===== src/shell_line_segmenter_assert.svh =====
// ----------------------------------------------------------------------------
// shell_line_segmenter_assert.svh
// assertion macros shared by the segmenter rtl, clocked on i_clk, off in reset
// ----------------------------------------------------------------------------
`ifndef SHELL_LINE_SEGMENTER_ASSERT_SVH
`define SHELL_LINE_SEGMENTER_ASSERT_SVH

// same-cycle implication
`define SLS_ASSERT_IMPLY(label, ante, cons, msg) \
    label: assert property (@(posedge i_clk) disable iff (!i_rst_n) (ante) |-> (cons)) \
        else $error(msg);

// next-cycle implication
`define SLS_ASSERT_NEXT(label, ante, cons, msg) \
    label: assert property (@(posedge i_clk) disable iff (!i_rst_n) (ante) |=> (cons)) \
        else $error(msg);

`endif


===== src/sls_pkg.sv =====
// ----------------------------------------------------------------------------
// sls_pkg
// types and character codes for the shell line segmenter
// ----------------------------------------------------------------------------
package sls_pkg;

    typedef enum logic [1:0] {
        CLS_WS      = 2'd0,
        CLS_COMMENT = 2'd1,
        CLS_OP      = 2'd2,
        CLS_WORD    = 2'd3
    } t_seg_class;

    // which byte may extend the current operator
    typedef enum logic [1:0] {
        OPX_NONE = 2'd0,
        OPX_PIPE = 2'd1,
        OPX_AMP  = 2'd2,
        OPX_GT   = 2'd3
    } t_op_ext;

    typedef struct packed {
        logic       line_open;
        t_seg_class cur_class;
        t_op_ext    op_ext;
        logic       sq_open;
        logic       dq_open;
        logic       bt_open;
        logic       esc_pending;
        logic       prev_dollar;
    } t_sls_flags;

    typedef struct packed {
        t_seg_class seg_class;
        logic       seg_lead;
        logic       last_of_line;
        logic       nest_overflow;
    } t_sls_result;

    localparam t_sls_flags FLAGS_RESET = '{
        line_open:   1'b0,
        cur_class:   CLS_WS,
        op_ext:      OPX_NONE,
        sq_open:     1'b0,
        dq_open:     1'b0,
        bt_open:     1'b0,
        esc_pending: 1'b0,
        prev_dollar: 1'b0
    };

    localparam logic [7:0] CH_TAB    = 8'h09;
    localparam logic [7:0] CH_CR     = 8'h0D;
    localparam logic [7:0] CH_NL     = 8'h0A;
    localparam logic [7:0] CH_SPACE  = 8'h20;
    localparam logic [7:0] CH_DQUOTE = 8'h22;
    localparam logic [7:0] CH_HASH   = 8'h23;
    localparam logic [7:0] CH_DOLLAR = 8'h24;
    localparam logic [7:0] CH_AMP    = 8'h26;
    localparam logic [7:0] CH_SQUOTE = 8'h27;
    localparam logic [7:0] CH_LPAREN = 8'h28;
    localparam logic [7:0] CH_RPAREN = 8'h29;
    localparam logic [7:0] CH_SEMI   = 8'h3B;
    localparam logic [7:0] CH_LT     = 8'h3C;
    localparam logic [7:0] CH_GT     = 8'h3E;
    localparam logic [7:0] CH_BSLASH = 8'h5C;
    localparam logic [7:0] CH_BTICK  = 8'h60;
    localparam logic [7:0] CH_LBRACE = 8'h7B;
    localparam logic [7:0] CH_PIPE   = 8'h7C;
    localparam logic [7:0] CH_RBRACE = 8'h7D;

endpackage


===== src/sls_step.sv =====
// ----------------------------------------------------------------------------
// sls_step
// one-character state update and result for the shell line segmenter
// ----------------------------------------------------------------------------
module sls_step
    import sls_pkg::*;
#(
    parameter int unsigned MAX_NEST = 15,
    localparam int unsigned DEPTH_W = $clog2(MAX_NEST + 1)
) (
    input  logic [7:0]         i_char,
    input  logic               i_last,
    input  t_sls_flags         i_flags,
    input  logic [DEPTH_W-1:0] i_depth,
    output t_sls_flags         o_flags,
    output logic [DEPTH_W-1:0] o_depth,
    output t_sls_result        o_result
);

    localparam logic [DEPTH_W-1:0] DEPTH_MAX = DEPTH_W'(MAX_NEST);

    logic               is_blank;
    logic               is_op;
    logic               closed;
    logic               cont;
    logic               do_word;
    logic               had_dollar;
    logic               raise;
    logic               lower;
    logic               ovf;
    t_sls_flags         b_flags;
    logic [DEPTH_W-1:0] b_depth;

    always_comb begin
        is_blank = (i_char == CH_SPACE) || ((i_char >= CH_TAB) && (i_char <= CH_CR));
        is_op    = (i_char == CH_PIPE) || (i_char == CH_AMP) || (i_char == CH_SEMI) ||
                   (i_char == CH_LT) || (i_char == CH_GT);
        closed   = !i_flags.sq_open && !i_flags.dq_open && !i_flags.bt_open &&
                   (i_depth == '0) && !i_flags.esc_pending;

        cont = 1'b0;
        if (i_flags.line_open) begin
            case (i_flags.cur_class)
                CLS_WS:      cont = is_blank;
                CLS_COMMENT: cont = (i_char != CH_NL);
                CLS_OP: begin
                    cont = ((i_flags.op_ext == OPX_PIPE) && (i_char == CH_PIPE)) ||
                           ((i_flags.op_ext == OPX_AMP) &&
                            ((i_char == CH_AMP) || (i_char == CH_GT))) ||
                           ((i_flags.op_ext == OPX_GT) && (i_char == CH_GT));
                end
                CLS_WORD:    cont = !(closed && (is_blank || is_op || (i_char == CH_HASH)));
                default:     cont = 1'b0;
            endcase
        end

        // base state: current segment, or a freshly opened one
        b_flags = i_flags;
        b_depth = i_depth;
        do_word = 1'b0;
        if (cont) begin
            if (i_flags.cur_class == CLS_OP) begin
                b_flags.op_ext = OPX_NONE;
            end
            do_word = (i_flags.cur_class == CLS_WORD);
        end else begin
            b_flags           = FLAGS_RESET;
            b_flags.line_open = 1'b1;
            b_depth           = '0;
            if (is_blank) begin
                b_flags.cur_class = CLS_WS;
            end else if (i_char == CH_HASH) begin
                b_flags.cur_class = CLS_COMMENT;
            end else if (is_op) begin
                b_flags.cur_class = CLS_OP;
                if (i_char == CH_PIPE) begin
                    b_flags.op_ext = OPX_PIPE;
                end else if (i_char == CH_AMP) begin
                    b_flags.op_ext = OPX_AMP;
                end else if (i_char == CH_GT) begin
                    b_flags.op_ext = OPX_GT;
                end
            end else begin
                b_flags.cur_class = CLS_WORD;
                do_word           = 1'b1;
            end
        end

        // word byte: quotes, escapes, nesting
        o_flags    = b_flags;
        o_depth    = b_depth;
        had_dollar = b_flags.prev_dollar;
        raise      = 1'b0;
        lower      = 1'b0;
        ovf        = 1'b0;
        if (do_word) begin
            o_flags.prev_dollar = (i_char == CH_DOLLAR);
            if (b_flags.esc_pending) begin
                o_flags.esc_pending = 1'b0;
            end else if ((i_char == CH_BSLASH) && !b_flags.sq_open) begin
                o_flags.esc_pending = 1'b1;
            end else if ((i_char == CH_SQUOTE) && !b_flags.dq_open && !b_flags.bt_open) begin
                o_flags.sq_open = !b_flags.sq_open;
            end else if ((i_char == CH_DQUOTE) && !b_flags.sq_open && !b_flags.bt_open) begin
                o_flags.dq_open = !b_flags.dq_open;
            end else if ((i_char == CH_BTICK) && !b_flags.sq_open) begin
                o_flags.bt_open = !b_flags.bt_open;
            end else if (!b_flags.sq_open) begin
                if (i_char == CH_LPAREN) begin
                    raise = 1'b1;
                end else if ((i_char == CH_RPAREN) && (b_depth != '0)) begin
                    lower = 1'b1;
                end else if ((i_char == CH_LBRACE) && had_dollar) begin
                    raise = 1'b1;
                end else if ((i_char == CH_RBRACE) && (b_depth != '0)) begin
                    lower = 1'b1;
                end
            end
            if (lower) begin
                o_depth = b_depth - DEPTH_W'(1);
            end
            if (raise) begin
                if (b_depth >= DEPTH_MAX) begin
                    ovf = 1'b1;
                end else begin
                    o_depth = b_depth + DEPTH_W'(1);
                end
            end
        end

        o_result.seg_class     = o_flags.cur_class;
        o_result.seg_lead      = !cont;
        o_result.last_of_line  = i_last;
        o_result.nest_overflow = ovf;

        // end of line: everything back to reset
        if (i_last) begin
            o_flags = FLAGS_RESET;
            o_depth = '0;
        end
    end

endmodule


===== src/shell_line_segmenter.sv =====
// ----------------------------------------------------------------------------
// shell_line_segmenter
// tags each byte of a shell command line with its segment class
// ----------------------------------------------------------------------------
// One byte of a command line comes in per transfer and one result goes out
// per transfer: the segment class (whitespace, comment, operator, word), a
// flag for the byte that opens a segment, an echo of the line end marker and
// a flag for a nesting raise past MAX_NEST. A byte is taken every cycle while
// the output side keeps up; a byte passes an input register and then a result
// register, and the segment state updates in the single step between them, so
// back-to-back bytes of one line follow at full rate. All segment state clears
// after the byte that carries the line end marker.
// ----------------------------------------------------------------------------
`include "shell_line_segmenter_assert.svh"

module shell_line_segmenter
    import sls_pkg::*;
#(
    parameter int unsigned MAX_NEST = 15
) (
    input  logic       i_clk,
    input  logic       i_rst_n,
    // byte stream in
    input  logic       i_valid,
    output logic       o_ready,
    input  logic [7:0] i_char_byte,
    input  logic       i_line_end,
    // tagged stream out
    output logic       o_valid,
    input  logic       i_ready,
    output logic [1:0] o_seg_class,
    output logic       o_seg_lead,
    output logic       o_last_of_line,
    output logic       o_nest_overflow
);

    localparam int unsigned DEPTH_W = $clog2(MAX_NEST + 1);

    // input register
    logic               r_in_valid;
    logic [7:0]         r_in_char;
    logic               r_in_last;

    // segment state
    t_sls_flags         r_flags;
    logic [DEPTH_W-1:0] r_depth;
    t_sls_flags         n_flags;
    logic [DEPTH_W-1:0] n_depth;

    // result register
    logic               r_out_valid;
    t_sls_result        r_out;
    t_sls_result        n_out;

    logic               in_go;
    logic               adv;

    // byte moves into the result register when that slot is free or draining
    assign adv     = r_in_valid && (!r_out_valid || i_ready);
    assign o_ready = !r_in_valid || adv;
    assign in_go   = i_valid && o_ready;

    sls_step #(
        .MAX_NEST (MAX_NEST)
    ) u_step (
        .i_char   (r_in_char),
        .i_last   (r_in_last),
        .i_flags  (r_flags),
        .i_depth  (r_depth),
        .o_flags  (n_flags),
        .o_depth  (n_depth),
        .o_result (n_out)
    );

    // control: valid bits and segment state
    always_ff @(posedge i_clk) begin
        if (!i_rst_n) begin
            r_in_valid  <= 1'b0;
            r_out_valid <= 1'b0;
            r_flags     <= FLAGS_RESET;
            r_depth     <= '0;
        end else begin
            if (in_go) begin
                r_in_valid <= 1'b1;
            end else if (adv) begin
                r_in_valid <= 1'b0;
            end
            if (adv) begin
                r_out_valid <= 1'b1;
                r_flags     <= n_flags;
                r_depth     <= n_depth;
            end else if (i_ready) begin
                r_out_valid <= 1'b0;
            end
        end
    end

    // payload registers
    always_ff @(posedge i_clk) begin
        if (in_go) begin
            r_in_char <= i_char_byte;
            r_in_last <= i_line_end;
        end
        if (adv) begin
            r_out <= n_out;
        end
    end

    assign o_valid         = r_out_valid;
    assign o_seg_class     = r_out.seg_class;
    assign o_seg_lead      = r_out.seg_lead;
    assign o_last_of_line  = r_out.last_of_line;
    assign o_nest_overflow = r_out.nest_overflow;

    // overflow is only ever flagged on a word byte
    `SLS_ASSERT_IMPLY(a_ovf_in_word, r_out_valid && r_out.nest_overflow,
        r_out.seg_class == CLS_WORD, "nest overflow outside a word")
    // the byte that ends a line leaves the state cleared
    `SLS_ASSERT_NEXT(a_line_end_clears, adv && r_in_last,
        !r_flags.line_open && (r_depth == '0), "state not cleared after line end")
    // first byte of a line always opens a segment
    `SLS_ASSERT_NEXT(a_first_starts, adv && !r_flags.line_open,
        r_out.seg_lead, "first byte of line did not start a segment")
    // depth never passes its bound
    `SLS_ASSERT_IMPLY(a_depth_bound, 1'b1,
        r_depth <= DEPTH_W'(MAX_NEST), "nesting depth above bound")

endmodule

===== config.mk =====
export PLATFORM = sky130hd
export DESIGN_NAME = shell_line_segmenter
export DESIGN_NICKNAME = d
export VERILOG_FILES = /design/src/sls_pkg.sv /design/src/sls_step.sv /design/src/shell_line_segmenter.sv
export VERILOG_INCLUDE_DIRS = /design/src /design/src/src
export SDC_FILE = /design/constraint.sdc
export NUM_CORES = 1
export LEC_CHECK = 0
export BUFFER_PORTS_ARGS = -buffer_cell sky130_fd_sc_hd__clkbuf_2
export CAP_MARGIN = 40
export CORE_AREA = 2 2 62 64
export CTS_CLUSTER_DIAMETER = 100
export CTS_CLUSTER_SIZE = 40
export DETAILED_ROUTE_END_ITERATION = 7
export DIE_AREA = 0 0 64 66
export PLACE_DENSITY = 0.76
export SLEW_MARGIN = 40
export SYNTH_ARGS = -nofsm -noshare
export SYNTH_HDL_FRONTEND = slang
export SYNTH_SLANG_ARGS = --single-unit

===== constraint.sdc =====
create_clock -name i_clk -period 4.7 [get_ports i_clk]
set_clock_uncertainty 0.05 [all_clocks]
set_input_delay 0.705 -clock i_clk [delete_from_list [all_inputs] [get_ports i_clk]]
set_output_delay 0.705 -clock i_clk [all_outputs]
set_load 0.01 [all_outputs]

==> results of run 1 <==
[metal layers]
layer	GRT usage (%)	vias up	part of all wire (%)
li1	-	947	-
met1	33.1	840	46
met2	37.0	68	44
met3	6.98	12	6.9
met4	10.9	0	2.7
met5	0	-	0
[final timing paths]
kind / slack (ps) / cells past startpoint / endpoint
worst max-delay path: 890 / 14 / r_depth[3]
worst max register to register: 890 / 14 / r_depth[3]
worst min-delay path: 430 / 2 / r_flags[0]
worst min register to register: 430 / 2 / r_flags[0]
[cells in the mapped netlist (all sizes together) (3+ instances only)]
library cell	instances
a2111oi	3
a21o	3
a21oi	16
a22oi	3
a31oi	6
and2	4
and3	4
buf	8
clkbuf	10
dfxtp	16
edfxtp	14
inv	7
nand2	24
nand2b	3
nand3	12
nand4	8
nand4b	4
nor2	14
nor2b	15
nor3	7
nor4	5
nor4b	4
o21a	7
o21ai	16
xnor2	3
[sequential cells by signal, indices dropped and copies added, names as in the netlist]
register / flops
r_flags: 10
r_in_char: 8
r_depth: 4
o_seg_class: 2
o_last_of_line: 1
o_nest_overflow: 1
o_seg_lead: 1
o_valid: 1
r_in_last: 1
r_in_valid: 1
[power groups by stage]
stage                     sequential [W]  combinational, W  clock (W)
after floorplan                 0.000294         0.0000415          0
after global placement          0.000304         0.0000458          0
after detailed placement        0.000304         0.0000467          0
after CTS                       0.000297         0.0000469   0.000204
after global routing            0.000300         0.0000530   0.000218
final                           0.000298         0.0000472   0.000199
[critical path, cell delays in order, from the launching register on]
cell and delay [ps]:
edfxtp_1 590, nand4bb_1 290, a2111oi_0 420, o21a_1 250, o21ai_1 120, o21a_2 390
nand2_1 190, inv_1 60, ha_1 210, nand3_1 110, nand2_1 80, a21o_1 240
or4_1 460, and3_1 170, a31oi_1 110
[cell type report]
type | count | area, um2
clock inverter | 3 | 40.0
sequential | 30 | 741
multi-input combinational | 192 | 1190
inverter | 7 | 26.3
clock buffer | 5 | 37.5
tap | 48 | 60.1
timing repair buffer | 20 | 100
fill | 328 | 1360
[cells by family (layout without fill, tap and decap cells)]
family	after synthesis	in the layout	synth area share, %
fa+ha+maj	2	2	1.23
simple gates	118	118	33.0
flops	30	30	36.4
xor+xnor	3	3	1.29
compound gates	68	68	22.3
buf+inv	25	35	5.23
mux	1	1	0.492
[stage by stage]
stage	cell area [um2]	setup WS, ps	power (W)
final	2190	889	0.000545
after global routing	2190	557	0.000571
after detailed placement	2110	945	0.000350
after floorplan	2030	1260	0.000335
after global placement	2110	1070	0.000349
after CTS	2190	925	0.000549
==> summary.md, run 1 <==
| Metric | Value |
|---|---|
| Finished Layout Cells | `305` |
| Core box area | `3550 um2` |
| Root buf cell | `clkbuf_4` |
| Final worst-path cycle share | `81.1%` |
| Worst hold margin | `428 ps` |
| Hold buffer count at CTS | `0` |
| Number of global-route vias before repair | `1722` |
| Worst Path Max Fanout | `30` |
| Reg clk slew, reported paths | `90 ps` |
| Setup bufs post-CTS | `0` |
| Register area share after synthesis | `36.4%` |
| Leakage | `0.751 nW` |
| Syn_nets | `262` |
| Max_cap viols | `0` |
| Largest cells by area after synthesis | `edfxtp_1, dfxtp_1, nor2b_1, nand2_1, a21oi_1` |
| Critical Path Sink Type | `register` |
| Gp weighted congestion | `0.891` |
| Dpl cells | `297` |
| Final Hold Fails | `0` |
| HP Class | `reg2reg` |
| Top_reg_cell synth | `dfxtp_1` |
| Sequential fraction of design power | `54.7%` |
| CP Launch Type | `register` |
| YS warnings | `0` |
| Min Tclk post-route | `3810 ps` |
| Global-route wire length before repair | `8050 um` |
| Net Switching | `0.000133 W` |
| Switch share | `24.4%` |
| Clock power share | `36.6%` |
| Residual DRC | `0` |
| Unrepaired setup endpoints after global routing | `no` |
| Largest net degree at the start of global routing | `31` |
| Yosys top cell area share | `20.7%` |
| Share of cells above drive strength 1 | `14.8%` |
| Slew Limit Fails | `0` |
| Hold Crit Start | `r_flags[0]` |
| Post-DP HPWL | `3360 um` |
| Post-synthesis instance area | `2030 um2` |
| Avg Synthesized Cell Area | `8.23 um2` |
| CP arrival | `4030 ps` |
| Combinational fraction of design power | `8.7%` |
| Achievable Freq | `262 MHz` |
| Worst vdd ir | `0.156 mV` |
| Router iterations before antenna repair | `4` |
| Num CTS Buffers | `5` |
| Num ports | `20` |
| CTS Sinks | `30` |
| Final nets | `271` |
| Initial antenna violation count | `0` |
| Die Y | `66 um` |
| Status | `complete, no violations` |
| Iter 0 DRT Violations | `143` |
| Ys async rst share | `0%` |
| Die width | `64 um` |
| Slew margin rel. | `55.2%` |
| Clk_lat worst skew | `330 ps` |
| Final setup vio count | `0` |
| Die area | `4220 um2` |
| Synthesized instance count | `247` |
| Final core occ | `61.7%` |
| Total power divided by cell area | `249 nW/um2` |
| CTS max path bufs | `2` |
| Wire length per cell | `14.9 um` |
| Post-Route WL | `4550 um` |
| Average vias per placed instance | `6.12` |
| Vias | `1867` |
| Crit path kind | `reg2reg` |
| Post-synth cell types | `55` |
| Yosys top cell by area | `edfxtp_1` |
| Antenna cell count | `0` |
| Setup TNS | `0 ps` |
| Actual slew at the worst max-slew pin | `673 ps` |
| EDFF count, synth | `14` |
| Critical R2R Launch | `r_in_char[1]` |
| Number of port buffers | `19` |
| Tot GR Track Use | `24.7%` |
| Std-Cell Rows | `22` |
| Starting density of the core | `57.3%` |
| Layout overhead on the synthesized area | `7.75%` |
| Commonest non-fill, non-tap cell in the layout | `nand2_1` |
| Crit path from | `r_in_char[1]` |
| Antenna-violating nets left | `0` |
| Commonest cells after routing, fill and taps aside | `nand2_1, clkbuf_2, a21oi_1, dfxtp_1, nor2b_1` |
| H-tree Lvls | `2` |
| Overflow after GRT | `0` |
| CTS tree | `built` |
| #FFs+latches synth | `30` |
| Post-cts repair resize count | `0` |
| P_int | `0.000412 W` |
| Crit path required time | `4920 ps` |
(Power assumes the default switching activity.)
==> run 2, diff against run 1 <==
--- a/config.mk
+++ b/config.mk
@@ -8,12 +8,12 @@
 export LEC_CHECK = 0
 export BUFFER_PORTS_ARGS = -buffer_cell sky130_fd_sc_hd__clkbuf_2
 export CAP_MARGIN = 40
-export CORE_AREA = 2 2 62 64
+export CORE_AREA = 2 2 65 67
 export CTS_CLUSTER_DIAMETER = 100
 export CTS_CLUSTER_SIZE = 40
 export DETAILED_ROUTE_END_ITERATION = 7
-export DIE_AREA = 0 0 64 66
-export PLACE_DENSITY = 0.76
+export DIE_AREA = 0 0 67 69
+export PLACE_DENSITY = 0.72
 export SLEW_MARGIN = 40
 export SYNTH_ARGS = -nofsm -noshare
 export SYNTH_HDL_FRONTEND = slang
==> constraint.sdc (replaced) <==
create_clock -name i_clk -period 3.21 [get_ports i_clk]
set_clock_uncertainty 0.05 [all_clocks]
set_input_delay 0.4815 -clock i_clk [delete_from_list [all_inputs] [get_ports i_clk]]
set_output_delay 0.4815 -clock i_clk [all_outputs]
set_load 0.01 [all_outputs]
==> run 2 against run 1 <==
Against the previous run:
- the flow now finishes with violations (negative setup slack)
- wire length grew 27%
- global-route usage shrank 0.14 points
- power increased by 56%
- highest routed layer unchanged
==> summary.md, run 2 (synthesis results as in run 1) <==
| Metric | Value |
|---|---|
| Reg clk slew, reported paths | `70 ps (was 90 ps)` |
| Max reg flops | `10 (unchanged)` |
| Final core occ | `66.0% (was 61.7%)` |
| H-tree Lvls | `2 (unchanged)` |
| Crit path required time | `3380 ps (was 4920 ps)` |
| Reg with most FFs | `r_flags (unchanged)` |
| Starting density of the core | `52.0% (was 57.3%)` |
| Hold buffer count at CTS | `0 (unchanged)` |
| Crit path from | `r_in_char[1] (unchanged)` |
| CTS Sinks | `30 (unchanged)` |
| CTS tree | `built (unchanged)` |
| Number of port buffers | `19 (unchanged)` |
| Actual slew at the worst max-slew pin | `585 ps (was 673 ps)` |
| Worst vdd ir | `0.269 mV (was 0.156 mV)` |
| Die width | `67 um (was 64 um)` |
| CP Launch Type | `register (unchanged)` |
| Worst path cell trace | `clkbuf_2, nor4bb_2, a31oi_2, a311o_2, o21a_4, nand2_4, inv_2, ha_4, nand3_2, nand2_2, a21o_1, or4_1, and3_1, a31oi_1 (was nand4bb_1, a2111oi_0, o21a_1, o21ai_1, o21a_2, nand2_1, inv_1, ha_1, nand3_1, nand2_1, a21o_1, or4_1, and3_1, a31oi_1)` |
| # fillers | `339 (was 328)` |
| Residual DRC | `0 (unchanged)` |
| Router iterations before antenna repair | `5 (was 4)` |
| Post-Route WL | `5800 um (was 4550 um)` |
| Delay-heaviest family, CP | `simple AND/OR/NAND/NOR gates (was compound AO/OA/AOI/OAI gates)` |
| HP Class | `in2reg (was reg2reg)` |
| Slew margin rel. | `60.8% (was 55.2%)` |
| Num ports | `20 (unchanged)` |
| Num CTS Buffers | `5 (unchanged)` |
| Std-Cell Rows | `23 (was 22)` |
| Commonest cells after routing, fill and taps aside | `buf_4, nand2_1, clkbuf_2 (was nand2_1, clkbuf_2, a21oi_1, dfxtp_1, nor2b_1)` |
| Achievable Freq | `311 MHz (was 262 MHz)` |
| Commonest non-fill, non-tap cell in the layout | `buf_4 (was nand2_1)` |
| Failing checks | `negative setup slack` |
| Largest net degree at the start of global routing | `18 (was 31)` |
| Clk_lat worst skew | `290 ps (was 330 ps)` |
| Average vias per placed instance | `6.20 (was 6.12)` |
| Root buf cell | `clkbuf_8 (was clkbuf_4)` |
| Final worst-path cycle share | `100% (was 81.1%)` |
| Total power divided by cell area | `328 nW/um2 (was 249 nW/um2)` |
| Antenna cell count | `0 (unchanged)` |
| CTS max path bufs | `2 (unchanged)` |
| CP arrival | `3390 ps (was 4030 ps)` |
| Hold Crit Start | `i_line_end (was r_flags[0])` |
| Min Tclk post-route | `3220 ps (was 3810 ps)` |
| Wire length per cell | `16.9 um (was 14.9 um)` |
| Final setup vio count | `1 (was 0)` |
| Slowest stage cell, crit path | `or4_1 (was edfxtp_1)` |
| Initial antenna violation count | `0 (unchanged)` |
| Biggest regs | `r_flags: 10 flops, r_in_char: 8 flops, r_depth: 4 flops (unchanged)` |
| Status | `complete, but fails checks (was complete, no violations)` |
| Buf+Inv Stages, Crit Path | `2 (was 1)` |
| Die Y | `69 um (was 66 um)` |
| Die area | `4620 um2 (was 4220 um2)` |
| Post-DP HPWL | `3800 um (was 3360 um)` |
| Critical Path Sink Type | `register (unchanged)` |
| Core box area | `3910 um2 (was 3550 um2)` |
| Layout overhead on the synthesized area | `27.1% (was 7.75%)` |
| Total Power | `0.000847 W (was 0.000545 W)` |
| Final nets | `307 (was 271)` |
| Critical R2R Launch | `r_in_char[1] (unchanged)` |
| Number of global-route vias before repair | `1821 (was 1722)` |
| Final worst setup slack | `-8.38 ps (was 889 ps)` |
| Max_cap viols | `0 (unchanged)` |
| Crit path kind | `reg2reg (unchanged)` |
| Leakage | `0.963 nW (was 0.751 nW)` |
| Critical path's largest stage delay | `460 ps (was 590 ps)` |
| Unrepaired setup endpoints after global routing | `yes (was no)` |
| Tot GR Track Use | `24.5% (was 24.7%)` |
| Final Hold Fails | `0 (unchanged)` |
| Share of cells above drive strength 1 | `29.7% (was 14.8%)` |
| Global-route wire length before repair | `8560 um (was 8050 um)` |
| Gp weighted congestion | `0.914 (was 0.891)` |
| Antenna-violating nets left | `0 (unchanged)` |
| Vias | `2127 (was 1867)` |
| Slew Limit Fails | `0 (unchanged)` |
| Iter 0 DRT Violations | `281 (was 143)` |
| Worst Path Max Fanout | `4 (was 30)` |
| Overflow after GRT | `0 (unchanged)` |
## run 2: cell type report
| cell class | instances | area [um2] | area share [%] |
|---|---|---|---|
| clock buffer | 6 | 72.6 | 2.81 |
| clock inverter | 2 | 8.76 | 0.339 |
| inverter | 7 | 28.8 | 1.11 |
| multi-input combinational | 192 | 1300 | 50.4 |
| sequential | 30 | 741 | 28.7 |
| tap | 50 | 62.6 | 2.42 |
| timing repair buffer | 56 | 368 | 14.2 |
## run 2: path summary, 6_finish.rpt
path,end,slack (ps),cells past startpoint
worst max-delay path,r_depth[3],-8,14
worst min-delay path,r_in_last,320,1
worst max register to register,r_depth[3],-8,14
worst min register to register,r_flags[0],430,2
## run 2: stage by stage
stage	cell area, um2	hold WS (ps)	TNS (ps)	cells	setup WS (ps)
global placement	2310	405	0	322	58.2
CTS	2410	306	0	333	48.7
finish	2580	316	-8.38	343	-8.38
detailed placement	2310	415	0	322	0.00844
global route	2580	300	-238	343	-149
floorplan	2080	374	0	247	11.9
## run 2: repair_timing
item | CTS | global route
endpoints found under the setup margin | 1 | 4
gates cloned | 0 | 0
pin swaps | 0 | 7
buffers inserted | 3 | 10
gates resized for setup | 0 | 16
## run 2: report_power, final
| part | internal [W] | switching, W | total, W | leakage (nW) |
|---|---|---|---|---|
| Clock | 0.000149 | 0.000148 | 0.000297 | 0.0426 |
| Combinational | 0.0000552 | 0.0000651 | 0.000120 | 0.664 |
| Sequential | 0.000414 | 0.0000161 | 0.000430 | 0.256 |
## run 2: per-layer routing
metal / up-vias / part of all wire, % / wire (um) / global-route usage (%)
met1: 985 / 43 / 2480 / 33.1
met2: 116 / 47 / 2710 / 36.4
met3: 10 / 9.0 / 520 / 7.67
met5: - / 0 / 0 / 0
met4: 0 / 1.6 / 91 / 9.30
li1: 1016 / - / - / -
==> run 3, diff against run 2 <==
--- a/config.mk
+++ b/config.mk
@@ -9,7 +9,6 @@
 export BUFFER_PORTS_ARGS = -buffer_cell sky130_fd_sc_hd__clkbuf_2
 export CAP_MARGIN = 40
 export CORE_AREA = 2 2 65 67
-export CTS_CLUSTER_DIAMETER = 100
 export CTS_CLUSTER_SIZE = 40
 export DETAILED_ROUTE_END_ITERATION = 7
 export DIE_AREA = 0 0 67 69
==> constraint.sdc (replaced) <==
create_clock -name i_clk -period 3.21 [get_ports i_clk]
set_clock_uncertainty 0.05 [all_clocks]
set_input_delay 0.321 -clock i_clk [delete_from_list [all_inputs] [get_ports i_clk]]
set_output_delay 0.321 -clock i_clk [all_outputs]
set_load 0.01 [all_outputs]
==> run 3 against run 2 <==
Against the previous run:
- the flow still finishes with violations (negative setup slack)
- global-route usage shrank 0.61 points
- setup slack gained 4.5 ps
- critical path depth grew 1
- non-clock buffer count grew 9
- maximum frequency grew 0.14%
- register-to-register slack is essentially flat
- cell area grew 4.1%
- combinational power grew 3%
- power is essentially flat
- critical endpoint unchanged
==> summary.md, run 3 (synthesis results as in run 1) <==
| Metric | Value |
|---|---|
| Status | `complete, but fails checks (unchanged)` |
| Failing checks | `negative setup slack (unchanged)` |
| Hold buffer count at CTS | `0 (unchanged)` |
| Final nets | `316 (was 307)` |
| Slew Limit Fails | `0 (unchanged)` |
| Num CTS Buffers | `5 (unchanged)` |
| Achievable Freq | `311 MHz (about the same)` |
| Tot GR Track Use | `23.9% (was 24.5%)` |
| Post-Route WL | `6050 um (was 5800 um)` |
| Initial antenna violation count | `0 (unchanged)` |
| Starting density of the core | `52.0% (unchanged)` |
| CTS Sinks | `30 (unchanged)` |
| Wire length per cell | `17.2 um (was 16.9 um)` |
| Final worst-path cycle share | `100% (about the same)` |
| Layout overhead on the synthesized area | `32.3% (was 27.1%)` |
| Residual DRC | `0 (unchanged)` |
| CP arrival | `3390 ps (about the same)` |
| Share of cells above drive strength 1 | `32.1% (was 29.7%)` |
| CTS max path bufs | `2 (unchanged)` |
| Worst path cell trace | `buf_6, nand4bb_4, a2111oi_4, o21a_1, o21ai_2, o21a_4, nand2_4, inv_4, ha_4, nand3_4, nand2_2, a21o_1, or4_1, and3_1, a31oi_1 (was clkbuf_2, nor4bb_2, a31oi_2, a311o_2, o21a_4, nand2_4, inv_2, ha_4, nand3_2, nand2_2, a21o_1, or4_1, and3_1, a31oi_1)` |
| Leakage | `1.02 nW (was 0.963 nW)` |
| Min Tclk post-route | `3210 ps (was 3220 ps)` |
| Iter 0 DRT Violations | `252 (was 281)` |
| Final setup vio count | `1 (unchanged)` |
| Slowest stage cell, crit path | `edfxtp_1 (was or4_1)` |
| Overflow after GRT | `0 (unchanged)` |
| Die area | `4620 um2 (unchanged)` |
| HP Class | `in2reg (unchanged)` |
| Gp weighted congestion | `0.908 (was 0.914)` |
| Root buf cell | `clkbuf_8 (unchanged)` |
| Vias | `2180 (was 2127)` |
| Std-Cell Rows | `23 (unchanged)` |
| Commonest non-fill, non-tap cell in the layout | `buf_4 (unchanged)` |
| Met2 wire len | `2720 um (was 2710 um)` |
| Crit path required time | `3390 ps (was 3380 ps)` |
| Number of global-route vias before repair | `1796 (was 1821)` |
| Antenna-violating nets left | `0 (unchanged)` |
| Highest metal used | `met4 (unchanged)` |
| Die Y | `69 um (unchanged)` |
| Global-route wire length before repair | `8510 um (was 8560 um)` |
| Post-DP HPWL | `3740 um (was 3800 um)` |
| Slew margin rel. | `62.9% (was 60.8%)` |
| H-tree Lvls | `2 (unchanged)` |
| Max reg flops | `10 (unchanged)` |
| CP Launch Type | `register (unchanged)` |
| Max_cap viols | `0 (unchanged)` |
| Crit path kind | `reg2reg (unchanged)` |
| Routed wire length on met3 | `567 um (was 520 um)` |
| Reg clk slew, reported paths | `70 ps (about the same)` |
| Biggest regs | `r_flags: 10 flops, r_in_char: 8 flops, r_depth: 4 flops (unchanged)` |
| Commonest cells after routing, fill and taps aside | `buf_4, nand2_1, clkbuf_2 (unchanged)` |
| Antenna cell count | `0 (unchanged)` |
| Final Hold Fails | `0 (unchanged)` |
| Dpl cells | `322 (unchanged)` |
| CTS tree | `built (unchanged)` |
| Unrepaired setup endpoints after global routing | `yes (unchanged)` |
| Actual slew at the worst max-slew pin | `555 ps (was 585 ps)` |
| Finished Layout Cells | `352 (was 343)` |
| Clk_lat worst skew | `290 ps (about the same)` |
| Dpl ws | `6.85 ps (was 0.00844 ps)` |
| Total power divided by cell area | `315 nW/um2 (was 328 nW/um2)` |
| Router iterations before antenna repair | `5 (unchanged)` |
| Num ports | `20 (unchanged)` |
| Number of port buffers | `19 (unchanged)` |
| Critical path's largest stage delay | `410 ps (was 460 ps)` |
| Worst hold margin | `155 ps (was 316 ps)` |
| Setup TNS | `-3.93 ps (was -8.38 ps)` |
| Reg with most FFs | `r_flags (unchanged)` |
| Worst Path Max Fanout | `6 (was 4)` |
| Core box area | `3910 um2 (unchanged)` |
| Critical Path Sink Type | `register (unchanged)` |
| Die width | `67 um (unchanged)` |
| Largest net degree at the start of global routing | `18 (unchanged)` |
| Metal-1 WL | `2510 um (was 2480 um)` |
| Average vias per placed instance | `6.19 (was 6.20)` |
| Worst vdd ir | `0.287 mV (was 0.269 mV)` |
| Final worst setup slack | `-3.93 ps (was -8.38 ps)` |
## run 3: stage by stage
step | area [um2] | utilization (%) | power, W
finish | 2690 | 68.7 | 0.000848
floorplan | 2080 | - | 0.000494
global route | 2690 | 68.7 | 0.000878
CTS | 2410 | 61.5 | 0.000826
detailed placement | 2310 | 59.0 | 0.000531
global placement | 2310 | 59.0 | 0.000530
## run 3: final cells by class
type	instances	area, um2
clock buffers	6	72.6
clock inverters	2	8.76
fillers	318	1220
inverters	7	28.8
multi-input cells	192	1340
flip-flops and latches	30	741
well taps	50	62.6
repair buffers	65	442
## run 3: path summary, 6_finish.rpt
check	from	end	slack, ps	cells past startpoint
setup / recovery	r_in_char[1]	r_depth[3]	-4	15
setup reg to reg	r_in_char[1]	r_depth[3]	-4	15
hold reg to reg	r_flags[0]	r_flags[0]	420	2
hold / removal	i_char_byte[2]	r_in_char[2]	160	1
## run 3: power by group
part	internal, W	switching (W)	total, W
logic	0.0000586	0.0000652	0.000124
registers	0.000414	0.0000174	0.000431
clock network	0.000149	0.000144	0.000293
## run 3: worst max-delay path, delay by kind of cell (launching register included)
kind            cells  cell delay [ps]
compound gates      6             1290
fa+ha+maj           1              170
buf+inv             2              200
flops               1              410
simple gates        6             1030
## run 3: routing by layer
metal  vias up  global-route usage (%)
met3        32                    5.55
met1       973                    33.2
met4         0                    12.7
li1       1030                       -
met5         -                       0
met2       145                    34.1
## run 3: repair_timing
item                       4_1_cts  5_1_grt
setup endpoints to repair        2        4
pin swaps                        0       17
buffers inserted                 2       20
resized for setup                0       22
